**src/rtl/core/dgr_pkg.sv**
```systemverilog
// ---------------------------------------------------------------------------
// dgr_pkg
// Shared constants for the distance grid resampler.
// ---------------------------------------------------------------------------
`default_nettype none

package dgr_pkg;

    // Q1.16 alpha, unity is 1 << 16
    localparam int unsigned ALPHA_W      = 17;
    localparam logic [16:0] ALPHA_ONE    = 17'd65536;
    localparam logic [16:0] ALPHA_HALF   = 17'd32768;
    localparam logic [16:0] ALPHA_LO_LIM = 17'd65;
    localparam logic [16:0] ALPHA_HI_LIM = 17'd65471;

    // restoring divider: 32-bit numerator part plus 16 fraction bits
    localparam int unsigned DVD_W     = 48;
    localparam int unsigned DIV_W     = 32;
    localparam int unsigned DIV_STEPS = 48;
    localparam int unsigned DCNT_W    = 6;

    // interpolated channels: time, speed, throttle, brake, rpm
    localparam int unsigned NUM_CH = 5;
    localparam int unsigned CH_W   = 3;
    localparam logic [2:0] CH_TIME     = 3'd0;
    localparam logic [2:0] CH_SPEED    = 3'd1;
    localparam logic [2:0] CH_THROTTLE = 3'd2;
    localparam logic [2:0] CH_BRAKE    = 3'd3;
    localparam logic [2:0] CH_RPM      = 3'd4;

    // configuration register indexes
    localparam logic REG_GRID_STEP = 1'b0;
    localparam logic REG_MAX_GAP   = 1'b1;

    localparam logic [19:0] GRID_STEP_RST = 20'd5000;
    localparam logic [31:0] MAX_GAP_RST   = 32'd50000;

endpackage

`default_nettype wire

```
**src/rtl/core/dgr_div.sv**
```systemverilog
// ---------------------------------------------------------------------------
// dgr_div
// Radix-2 restoring divider, one quotient bit per cycle.
// ---------------------------------------------------------------------------
`default_nettype none

module dgr_div (
    input  wire logic        clk,
    input  wire logic        rst_n,
    input  wire logic        start,
    input  wire logic [47:0] dividend,
    input  wire logic [31:0] divisor,
    output logic             busy,
    output logic             done,
    output logic [16:0]      quotient,
    output logic [31:0]      remainder
);

    logic [31:0]             rem_reg, rem_next;
    logic [dgr_pkg::DVD_W-1:0] dvd_reg;
    logic [31:0]             dsr_reg;
    logic [16:0]             q_reg;
    logic [dgr_pkg::DCNT_W-1:0] cnt_reg;
    logic                    busy_reg;
    logic                    done_reg;
    logic [32:0]             trial;
    logic [32:0]             diff;
    logic                    ge;

    assign trial = {rem_reg, dvd_reg[dgr_pkg::DVD_W-1]};
    assign ge    = trial >= {1'b0, dsr_reg};
    assign diff  = trial - {1'b0, dsr_reg};

    always_comb
    begin
        if (ge)
        begin
            rem_next = diff[31:0];
        end
        else
        begin
            rem_next = trial[31:0];
        end
    end

    always_ff @(posedge clk or negedge rst_n)
    begin
        if (!rst_n)
        begin
            busy_reg <= 1'b0;
            done_reg <= 1'b0;
            cnt_reg  <= '0;
        end
        else
        begin
            done_reg <= 1'b0;
            if (start)
            begin
                busy_reg <= 1'b1;
                cnt_reg  <= '0;
                rem_reg  <= '0;
                dvd_reg  <= dividend;
                dsr_reg  <= divisor;
                q_reg    <= '0;
            end
            else if (busy_reg)
            begin
                rem_reg <= rem_next;
                dvd_reg <= {dvd_reg[dgr_pkg::DVD_W-2:0], 1'b0};
                q_reg   <= {q_reg[15:0], ge};
                cnt_reg <= cnt_reg + dgr_pkg::DCNT_W'(1);
                if (cnt_reg == dgr_pkg::DCNT_W'(dgr_pkg::DIV_STEPS - 1))
                begin
                    busy_reg <= 1'b0;
                    done_reg <= 1'b1;
                end
            end
        end
    end

    assign busy      = busy_reg;
    assign done      = done_reg;
    assign quotient  = q_reg;
    assign remainder = rem_reg;

    always_ff @(posedge clk)
    begin
        if (rst_n)
        begin
            assert (!(start && busy_reg))
                else $error("divider restarted while busy");
        end
    end

endmodule

`default_nettype wire

```
**src/rtl/core/distance_grid_resampler_unit.sv**
```systemverilog
// ---------------------------------------------------------------------------
// distance_grid_resampler_unit
// Resamples telemetry onto a fixed distance grid by linear interpolation.
// ---------------------------------------------------------------------------
// Sequencing: one input beat at a time. An input causing no point is finished
//   directly (first sample) or after a check; each interpolated grid point
//   takes a check, the divider for the alpha, the shared multiplier for each
//   channel and an emit, a held point a check and an emit, and a zero-gap point
//   all but the divider, plus output stalls. Dropping targets past the point
//   limit adds a divider run.
// Reset: asynchronous, active low; clears the previous sample, next target,
//   sequencer and output valid, and loads the register defaults.
`default_nettype none

module distance_grid_resampler_unit #(
    parameter int MAX_POINTS_PER_INPUT = 64
) (
    input  wire logic        clk,
    input  wire logic        rst_n,
    // configuration
    input  wire logic        cfg_wr_en,
    input  wire logic        cfg_index,
    input  wire logic [31:0] cfg_wdata,
    // input samples
    input  wire logic        in_valid,
    output logic             in_ready,
    input  wire logic [31:0] distance_mm,
    input  wire logic [31:0] time_us,
    input  wire logic [15:0] speed_cent_kmh,
    input  wire logic [13:0] throttle_cent_pct,
    input  wire logic [13:0] brake_cent_pct,
    input  wire logic [14:0] engine_rpm,
    input  wire logic [3:0]  gear_num,
    input  wire logic        drs_open,
    input  wire logic        end_of_lap,
    // grid points
    output logic             out_valid,
    input  wire logic        out_ready,
    output logic [31:0]      grid_distance_mm,
    output logic [31:0]      out_time_us,
    output logic [15:0]      out_speed,
    output logic [13:0]      out_throttle,
    output logic [13:0]      out_brake,
    output logic [14:0]      out_rpm,
    output logic [3:0]       out_gear,
    output logic             out_drs,
    output logic             interpolated,
    output logic             gap_hold,
    output logic             targets_skipped,
    output logic             last_of_run
);

    localparam int CNT_W = $clog2(MAX_POINTS_PER_INPUT + 1);

    typedef enum logic [2:0] {
        S_IDLE,
        S_CHECK,
        S_DIV,
        S_MUL,
        S_ACC,
        S_EMIT,
        S_SKIP,
        S_FINISH
    } state_t;

    state_t state_reg;

    // configuration registers
    logic [19:0] grid_step_reg;
    logic [31:0] max_gap_reg;

    // previous sample
    logic [31:0] prev_d_reg, prev_t_reg;
    logic [15:0] prev_s_reg;
    logic [13:0] prev_th_reg, prev_br_reg;
    logic [14:0] prev_r_reg;
    logic [3:0]  prev_g_reg;
    logic        prev_dr_reg;
    logic        have_prev_reg;
    logic [32:0] next_tgt_reg;

    // current sample
    logic [31:0] cur_d_reg, cur_t_reg;
    logic [15:0] cur_s_reg;
    logic [13:0] cur_th_reg, cur_br_reg;
    logic [14:0] cur_r_reg;
    logic [3:0]  cur_g_reg;
    logic        cur_dr_reg;
    logic        cur_eol_reg;

    // per-input work
    logic [31:0]      gap_reg;
    logic             hold_reg;
    logic [CNT_W-1:0] count_reg;
    logic [16:0]      alpha_reg;
    logic [48:0]      prod_reg;
    logic [31:0]      res_reg [dgr_pkg::NUM_CH];
    logic [dgr_pkg::CH_W-1:0] ch_reg;

    // output register
    logic        out_valid_reg;
    logic [31:0] o_dist_reg, o_time_reg;
    logic [15:0] o_speed_reg;
    logic [13:0] o_thr_reg, o_brk_reg;
    logic [14:0] o_rpm_reg;
    logic [3:0]  o_gear_reg;
    logic        o_drs_reg, o_interp_reg, o_hold_reg, o_skip_reg, o_last_reg;

    // divider hookup
    logic        div_start;
    logic [47:0] div_dividend;
    logic [31:0] div_divisor;
    logic        div_busy, div_done;
    logic [16:0] div_q;
    logic [31:0] div_rem;

    logic        in_fire;
    logic        tgt_pending;
    logic        room;
    logic        need_div;
    logic [32:0] tgt_after;
    logic        at_limit;
    logic        pt_last, pt_skip;
    logic        slot_free;
    logic [31:0] op_a, op_b, op_mag;
    logic        op_neg;
    logic [49:0] prod_rnd;
    logic [31:0] acc_res;
    logic [32:0] gap_diff;
    logic [32:0] skip_tgt;

    assign in_fire     = in_valid && in_ready;
    assign in_ready    = (state_reg == S_IDLE);
    assign tgt_pending = next_tgt_reg <= {1'b0, cur_d_reg};
    assign room        = count_reg < CNT_W'(MAX_POINTS_PER_INPUT);
    assign need_div    = (gap_reg != '0) && (next_tgt_reg > {1'b0, prev_d_reg});
    assign tgt_after   = next_tgt_reg + {13'd0, grid_step_reg};
    assign at_limit    = count_reg == CNT_W'(MAX_POINTS_PER_INPUT - 1);
    assign pt_last     = (tgt_after > {1'b0, cur_d_reg}) || at_limit;
    assign pt_skip     = at_limit && (tgt_after <= {1'b0, cur_d_reg});
    assign slot_free   = !out_valid_reg || out_ready;
    assign gap_diff    = {1'b0, distance_mm} - {1'b0, prev_d_reg};
    assign skip_tgt    = {1'b0, cur_d_reg} + {13'd0, grid_step_reg} - {1'b0, div_rem};

    // start the divider for an alpha or, when the point limit is hit, for
    // the remainder that places the next target past this sample
    always_comb
    begin
        div_start    = 1'b0;
        div_dividend = {next_tgt_reg[31:0] - prev_d_reg, 16'd0};
        div_divisor  = gap_reg;
        if (state_reg == S_CHECK)
        begin
            if (tgt_pending && room)
            begin
                div_start = !hold_reg && need_div;
            end
            else if (tgt_pending)
            begin
                div_start    = 1'b1;
                div_dividend = {16'd0, cur_d_reg - next_tgt_reg[31:0]};
                div_divisor  = {12'd0, grid_step_reg};
            end
        end
    end

    dgr_div u_div (
        .clk       (clk),
        .rst_n     (rst_n),
        .start     (div_start),
        .dividend  (div_dividend),
        .divisor   (div_divisor),
        .busy      (div_busy),
        .done      (div_done),
        .quotient  (div_q),
        .remainder (div_rem)
    );

    // operand select for the shared multiplier
    always_comb
    begin
        unique case (ch_reg)
            dgr_pkg::CH_TIME:
            begin
                op_a = prev_t_reg;
                op_b = cur_t_reg;
            end
            dgr_pkg::CH_SPEED:
            begin
                op_a = {16'd0, prev_s_reg};
                op_b = {16'd0, cur_s_reg};
            end
            dgr_pkg::CH_THROTTLE:
            begin
                op_a = {18'd0, prev_th_reg};
                op_b = {18'd0, cur_th_reg};
            end
            dgr_pkg::CH_BRAKE:
            begin
                op_a = {18'd0, prev_br_reg};
                op_b = {18'd0, cur_br_reg};
            end
            dgr_pkg::CH_RPM:
            begin
                op_a = {17'd0, prev_r_reg};
                op_b = {17'd0, cur_r_reg};
            end
            default:
            begin
                op_a = '0;
                op_b = '0;
            end
        endcase
    end

    assign op_neg   = op_b < op_a;
    assign op_mag   = op_neg ? (op_a - op_b) : (op_b - op_a);
    assign prod_rnd = {1'b0, prod_reg} + 50'd65535;

    // step toward p1, rounding the magnitude up when moving down
    always_comb
    begin
        if (op_neg)
        begin
            acc_res = op_a - prod_rnd[47:16];
        end
        else
        begin
            acc_res = op_a + prod_reg[47:16];
        end
    end

    // configuration writes
    always_ff @(posedge clk or negedge rst_n)
    begin
        if (!rst_n)
        begin
            grid_step_reg <= dgr_pkg::GRID_STEP_RST;
            max_gap_reg   <= dgr_pkg::MAX_GAP_RST;
        end
        else if (cfg_wr_en)
        begin
            unique case (cfg_index)
                dgr_pkg::REG_GRID_STEP: grid_step_reg <= cfg_wdata[19:0];
                dgr_pkg::REG_MAX_GAP:   max_gap_reg   <= cfg_wdata;
                default:                ;
            endcase
        end
    end

    // sequencer: state, sample state and output register
    always_ff @(posedge clk or negedge rst_n)
    begin
        if (!rst_n)
        begin
            state_reg     <= S_IDLE;
            have_prev_reg <= 1'b0;
            next_tgt_reg  <= '0;
            prev_d_reg    <= '0;
            prev_t_reg    <= '0;
            prev_s_reg    <= '0;
            prev_th_reg   <= '0;
            prev_br_reg   <= '0;
            prev_r_reg    <= '0;
            prev_g_reg    <= '0;
            prev_dr_reg   <= 1'b0;
            count_reg     <= '0;
            ch_reg        <= '0;
            out_valid_reg <= 1'b0;
        end
        else
        begin
            // drop the taken beat unless the emit step refills the slot
            if (out_valid_reg && out_ready && (state_reg != S_EMIT))
            begin
                out_valid_reg <= 1'b0;
            end

            unique case (state_reg)
                S_IDLE:
                begin
                    if (in_fire)
                    begin
                        cur_d_reg   <= distance_mm;
                        cur_t_reg   <= time_us;
                        cur_s_reg   <= speed_cent_kmh;
                        cur_th_reg  <= throttle_cent_pct;
                        cur_br_reg  <= brake_cent_pct;
                        cur_r_reg   <= engine_rpm;
                        cur_g_reg   <= gear_num;
                        cur_dr_reg  <= drs_open;
                        cur_eol_reg <= end_of_lap;
                        count_reg   <= '0;
                        // clamp a backward step to zero gap
                        gap_reg     <= gap_diff[32] ? 32'd0 : gap_diff[31:0];
                        hold_reg    <= !gap_diff[32] && (gap_diff[31:0] > max_gap_reg);
                        if (have_prev_reg && (grid_step_reg != '0))
                        begin
                            state_reg <= S_CHECK;
                        end
                        else
                        begin
                            state_reg <= S_FINISH;
                        end
                    end
                end

                S_CHECK:
                begin
                    alpha_reg <= '0;
                    ch_reg    <= '0;
                    if (tgt_pending && room)
                    begin
                        if (hold_reg)
                        begin
                            state_reg <= S_EMIT;
                        end
                        else if (need_div)
                        begin
                            state_reg <= S_DIV;
                        end
                        else
                        begin
                            state_reg <= S_MUL;
                        end
                    end
                    else if (tgt_pending)
                    begin
                        state_reg <= S_SKIP;
                    end
                    else
                    begin
                        state_reg <= S_FINISH;
                    end
                end

                S_DIV:
                begin
                    if (div_done)
                    begin
                        alpha_reg <= (div_q > dgr_pkg::ALPHA_ONE) ? dgr_pkg::ALPHA_ONE
                                                                   : div_q;
                        state_reg <= S_MUL;
                    end
                end

                S_MUL:
                begin
                    prod_reg  <= {32'd0, alpha_reg} * {17'd0, op_mag};
                    state_reg <= S_ACC;
                end

                S_ACC:
                begin
                    res_reg[ch_reg] <= acc_res;
                    if (ch_reg == dgr_pkg::CH_W'(dgr_pkg::NUM_CH - 1))
                    begin
                        state_reg <= S_EMIT;
                    end
                    else
                    begin
                        ch_reg    <= ch_reg + dgr_pkg::CH_W'(1);
                        state_reg <= S_MUL;
                    end
                end

                S_EMIT:
                begin
                    if (slot_free)
                    begin
                        out_valid_reg <= 1'b1;
                        o_dist_reg    <= next_tgt_reg[31:0];
                        o_skip_reg    <= pt_skip;
                        o_last_reg    <= pt_last;
                        o_hold_reg    <= hold_reg;
                        if (hold_reg)
                        begin
                            o_time_reg   <= prev_t_reg;
                            o_speed_reg  <= prev_s_reg;
                            o_thr_reg    <= prev_th_reg;
                            o_brk_reg    <= prev_br_reg;
                            o_rpm_reg    <= prev_r_reg;
                            o_gear_reg   <= prev_g_reg;
                            o_drs_reg    <= prev_dr_reg;
                            o_interp_reg <= 1'b0;
                        end
                        else
                        begin
                            o_time_reg   <= res_reg[dgr_pkg::CH_TIME];
                            o_speed_reg  <= res_reg[dgr_pkg::CH_SPEED][15:0];
                            o_thr_reg    <= res_reg[dgr_pkg::CH_THROTTLE][13:0];
                            o_brk_reg    <= res_reg[dgr_pkg::CH_BRAKE][13:0];
                            o_rpm_reg    <= res_reg[dgr_pkg::CH_RPM][14:0];
                            o_gear_reg   <= (alpha_reg < dgr_pkg::ALPHA_HALF) ? prev_g_reg
                                                                              : cur_g_reg;
                            o_drs_reg    <= (alpha_reg < dgr_pkg::ALPHA_HALF) ? prev_dr_reg
                                                                              : cur_dr_reg;
                            o_interp_reg <= (alpha_reg > dgr_pkg::ALPHA_LO_LIM)
                                         && (alpha_reg < dgr_pkg::ALPHA_HI_LIM);
                        end
                        next_tgt_reg <= tgt_after;
                        count_reg    <= count_reg + CNT_W'(1);
                        state_reg    <= S_CHECK;
                    end
                end

                S_SKIP:
                begin
                    // advance past the sample: d1 + step - ((d1 - target) mod step)
                    if (div_done)
                    begin
                        next_tgt_reg <= skip_tgt;
                        state_reg    <= S_FINISH;
                    end
                end

                S_FINISH:
                begin
                    if (cur_eol_reg)
                    begin
                        have_prev_reg <= 1'b0;
                        next_tgt_reg  <= '0;
                        prev_d_reg    <= '0;
                        prev_t_reg    <= '0;
                        prev_s_reg    <= '0;
                        prev_th_reg   <= '0;
                        prev_br_reg   <= '0;
                        prev_r_reg    <= '0;
                        prev_g_reg    <= '0;
                        prev_dr_reg   <= 1'b0;
                    end
                    else
                    begin
                        have_prev_reg <= 1'b1;
                        prev_d_reg    <= cur_d_reg;
                        prev_t_reg    <= cur_t_reg;
                        prev_s_reg    <= cur_s_reg;
                        prev_th_reg   <= cur_th_reg;
                        prev_br_reg   <= cur_br_reg;
                        prev_r_reg    <= cur_r_reg;
                        prev_g_reg    <= cur_g_reg;
                        prev_dr_reg   <= cur_dr_reg;
                    end
                    state_reg <= S_IDLE;
                end

                default:
                begin
                    state_reg <= S_IDLE;
                end
            endcase
        end
    end

    assign out_valid        = out_valid_reg;
    assign grid_distance_mm = o_dist_reg;
    assign out_time_us      = o_time_reg;
    assign out_speed        = o_speed_reg;
    assign out_throttle     = o_thr_reg;
    assign out_brake        = o_brk_reg;
    assign out_rpm          = o_rpm_reg;
    assign out_gear         = o_gear_reg;
    assign out_drs          = o_drs_reg;
    assign interpolated     = o_interp_reg;
    assign gap_hold         = o_hold_reg;
    assign targets_skipped  = o_skip_reg;
    assign last_of_run      = o_last_reg;

    // the sequencer never accepts a sample while the divider still runs
    a_idle_div: assert property (@(posedge clk) disable iff (!rst_n)
        in_ready |-> !div_busy)
        else $error("input accepted while divider busy");

    // a waiting result is never overwritten
    a_no_overwrite: assert property (@(posedge clk) disable iff (!rst_n)
        (state_reg == S_EMIT && out_valid_reg && !out_ready) |=> (state_reg == S_EMIT))
        else $error("emit advanced over a stalled result");

    // points per input stay within the limit
    a_count_limit: assert property (@(posedge clk) disable iff (!rst_n)
        count_reg <= CNT_W'(MAX_POINTS_PER_INPUT))
        else $error("point count beyond limit");

    // a skip flag only ever rides on the last point of an input
    a_skip_last: assert property (@(posedge clk) disable iff (!rst_n)
        (out_valid_reg && o_skip_reg) |-> o_last_reg)
        else $error("skip flag on a non-final point");

endmodule

`default_nettype wire
```
**config.mk**
```make
export PLATFORM = sky130hd
export DESIGN_NAME = distance_grid_resampler_unit
export DESIGN_NICKNAME = d
export VERILOG_FILES = /design/src/rtl/core/dgr_pkg.sv /design/src/rtl/core/dgr_div.sv /design/src/rtl/core/distance_grid_resampler_unit.sv
export SDC_FILE = /design/constraint.sdc
export NUM_CORES = 2
export LEC_CHECK = 0
export BUFFER_PORTS_ARGS = -buffer_cell sky130_fd_sc_hd__buf_2
export CORE_MARGIN = 1
export CORE_UTILIZATION = 35
export DETAILED_ROUTE_END_ITERATION = 16
export REMOVE_ABC_BUFFERS = 1
export SLEW_MARGIN = 10
export SYNTH_ARGS = -nofsm -noshare
export SYNTH_HDL_FRONTEND = slang
export SYNTH_HIERARCHICAL = 1
export SYNTH_SLANG_ARGS = --single-unit
export TNS_END_PERCENT = 100
```
**constraint.sdc**
```tcl
create_clock -name clk -period 10 [get_ports clk]
set_clock_uncertainty 0.05 [all_clocks]
set_input_delay 2 -clock clk [delete_from_list [all_inputs] [get_ports clk]]
set_output_delay 2 -clock clk [all_outputs]
set_load 0.005 [all_outputs]
```
==> metrics.md <==
| Metric | Value |
|---|---|
| Post-DP Area | `approximately 0.077 sq mm` |
| WL final | `225,000 microns` |
| Setup crit end kind | `flop` |
| R2r endpoint | `prod_reg[45]` |
| Total GRT Usage | `between 20% and 30%` |
| Synth Instances | `7,107` |
| Largest net degree at the start of global routing | `186` |
| Min-Delay Startpoint | `prev_d_reg[10]` |
| Hold Path Class | `flop to flop` |
| CTS Sinks | `a little over 800` |
| RR Startpoint | `ch_reg[1]` |
| Clock-pin slew on the worst setup and hold paths | `0.07 ns` |
| I/O pin count | `301` |
| Yosys top cell by area | `edfxtp_1` |
| Post-synth EDFFs | `579` |
| Root buffer cell | `clkbuf_16` |
| Area growth syn-to-layout | `17.4%` |
| FF-to-FF setup slack | `0.12 ns` |
| Vias in the first global route | `55,508` |
| Max-cap violations | `0` |
| Worst hold margin | `0.425 ns` |
| DRT Pass-1 Iters | `6` |
| IO Port Bufs | `300` |
| Via Count | `about 55,000` |
| Count leader, synth | `inv_1` |
| Hold Buf Count CTS | `0` |
| Crit-path max FO | `7` |
| Period minus WS final | `a little under 10 ns` |
| RSZ-0062 raised after global routing | `true` |
| Core Rows | `~160` |
| Reg2Reg Depth | `43` |
| Commonest cells in the netlist | `inv_1, nand2_1, edfxtp_1` |
| Num CTS Buffers | `92` |
| Cell Area, Synth | `0.0693 sq mm` |
| Worst setup SP type | `flop` |
| Critical path type | `flop to flop` |
| Final period utilization | `98.8%` |
| Most frequent cell on the critical path | `fa_1` |
| Final RePlAce weighted congestion | `0.959` |
| Layout cells sized above 1 | `18.9%` |
| Initial DRC Count | `roughly 4,600` |
| Ys async rst share | `29.0%` |
| Layout Nets | `roughly 8,900` |
| Yosys reg bits | `815` |
| First-pass GRT wire length | `337,000 microns` |
| Design area | `0.0814 sq mm` |
| Seq/Total Area, Yosys | `between 30% and 40%` |
| Area of the multi-input gates | `0.0424 sq mm` |
| Hold Path Depth | `2` |
| DRC viols | `0` |
| CP max stage delay | `around 0.53 ns` |
| Run status | `finished, final reports clean` |
| Slew HR | `a little under an eighth` |
| Clock Path Buffers | `3` |
| Clock latency on the worst-skew pair | `0.75 ns` |
| Max Fclk | `101 MHz` |
| Slew Viols, Final | `0` |
| Die Span X | `447 microns` |
| CTS tree | `done` |
| CP max stage cell | `or4_4` |
| Worst-Margin Slew | `1.33 ns` |
| Remaining Overflow, GRT | `0` |
| # fillers | `19,090` |
| Drt wl/cell | `about 22 microns` |
| Number of flip-flops under the largest register name | `91` |
| Cell variety after synth | `119` |
| Final HPWL DP | `between 150,000 and 200,000 microns` |
| Final hold vios | `0` |
| Post-route ant nets | `0` |
| Post-synth top area share | `approximately 25%` |
| Crit path required time | `10.43 ns` |
| Number of warnings issued by yosys | `6` |
| Starting Density | `35.4%` |
| Synth area leaders | `edfxtp_1, fa_1, ha_1` |
| Ys flop type | `edfxtp_1` |
| DIE AREA | `~0.2 sq mm` |
| Final setup fails | `0` |
| Chip height | `447 microns` |
| H-Tree Depth | `3` |
| Setup TNS | `0 ns` |
| Core ar. | `0.196 sq mm` |
| Util after Layout | `41.6%` |
| Arr. time, crit path | `between 10 and 15 ns` |
| Seq. cell area | `0.0233 sq mm` |
| Worst hold endpoint | `prev_d_reg[10]` |
| Initial antenna violation count | `3` |
| Vias per cell | `5.27` |
| Syn Area/Cell | `roughly 10 sq um` |
layer usage:
layer	part of all wire (%)	vias to the layer above	wire length [microns]	global-route usage [%]
li1	-	25481	-	-
met5	0.0053	-	12	0
met4	3.4	2	7740	6.94
met2	46	1900	104000	36.1
met3	6.4	335	14300	3.04
met1	44	27186	98500	29.9
cell type report:
class | count | share of cell area [%]
Antenna cell | 1 | 0.00308
Tap cell | 2624 | 4.03
Inverter | 912 | 4.22
Sequential cell | 815 | 28.6
Multi-Input combinational cell | 5068 | 52.1
Clock buffer | 124 | 3.07
Clock inverter | 50 | 0.574
Timing Repair Buffer | 815 | 7.33
kinds of logic after synthesis:
kind of cell    share of synthesized area (%)
mux                                      4.50
flops                                    33.6
compound gates                           13.7
xor+xnor                                 3.57
buf+inv                                  6.90
fa+ha+maj                                22.9
simple gates                             14.7
what timing repair did:
action | CTS | global route
endpoints found under the setup margin | 26 | 25
gates resized for setup | 53 | 227
pin swaps | 13 | 114
buffers inserted | 12 | 38
cloned | 0 | 4
endpoints found under the hold margin | 0 | 0
stage by stage:
stage	setup WS [ns]	instances
CTS	0.0309	10368
global placement	-0.427	10182
floorplan	-2.38	6795
detailed placement	-0.652	10182
global route	-0.175	10408
finish	0.122	10409
worst max-delay path: cells and delay by family (launching register included):
| kind | cells | cell delay, ns |
|---|---|---|
| DFF | 1 | 0.45 |
| xor gates and xnor gates | 1 | 0.09 |
| buffers and inverters | 12 | 1.35 |
| and+or+nand+nor | 8 | 1.37 |
| muxes | 2 | 0.59 |
| adders and majority gates | 9 | 3.57 |
| AOI/OAI and AO/OA | 11 | 2.12 |
how the worst max path moves through the flow:
stage,slack [ns],to,start,cells after the start
2_1_floorplan,-2.38,prod_reg[43],ch_reg[1],33
3_3_place_gp,-0.43,prod_reg[44],ch_reg[0],40
3_5_place_dp,-0.65,prod_reg[44],ch_reg[0],41
4_1_cts,0.03,prod_reg[44],ch_reg[1],43
5_1_grt,-0.18,prod_reg[45],ch_reg[0],44
6_report,0.12,prod_reg[45],ch_reg[1],43
placed cells by master (no fill, tap or decap), drive strengths merged, types with 56 or more instances in the layout:
cell type / Yosys / final
nand3: 119 / 119
nor2b: 90 / 90
inv: 909 / 915
o21a: 57 / 57
o21ai: 350 / 350
dfrtp: 225 / 225
mux2i: 67 / 67
edfxtp: 579 / 579
nand2: 846 / 846
fa: 476 / 476
buf: 81 / 811
clkbuf: 231 / 127
nand4: 61 / 61
mux2: 214 / 214
a211oi: 67 / 67
a21oi: 309 / 309
nand2b: 158 / 158
o31ai: 59 / 59
a21o: 163 / 163
nor2: 312 / 312
and2: 262 / 262
xnor2: 192 / 192
xor2: 88 / 88
ha: 509 / 509
a22oi: 56 / 56
nor3: 89 / 89
Power is left out: the tool's default activity adds up to more than one toggle a clock period on the data nets, which glitch-free logic cannot reach.
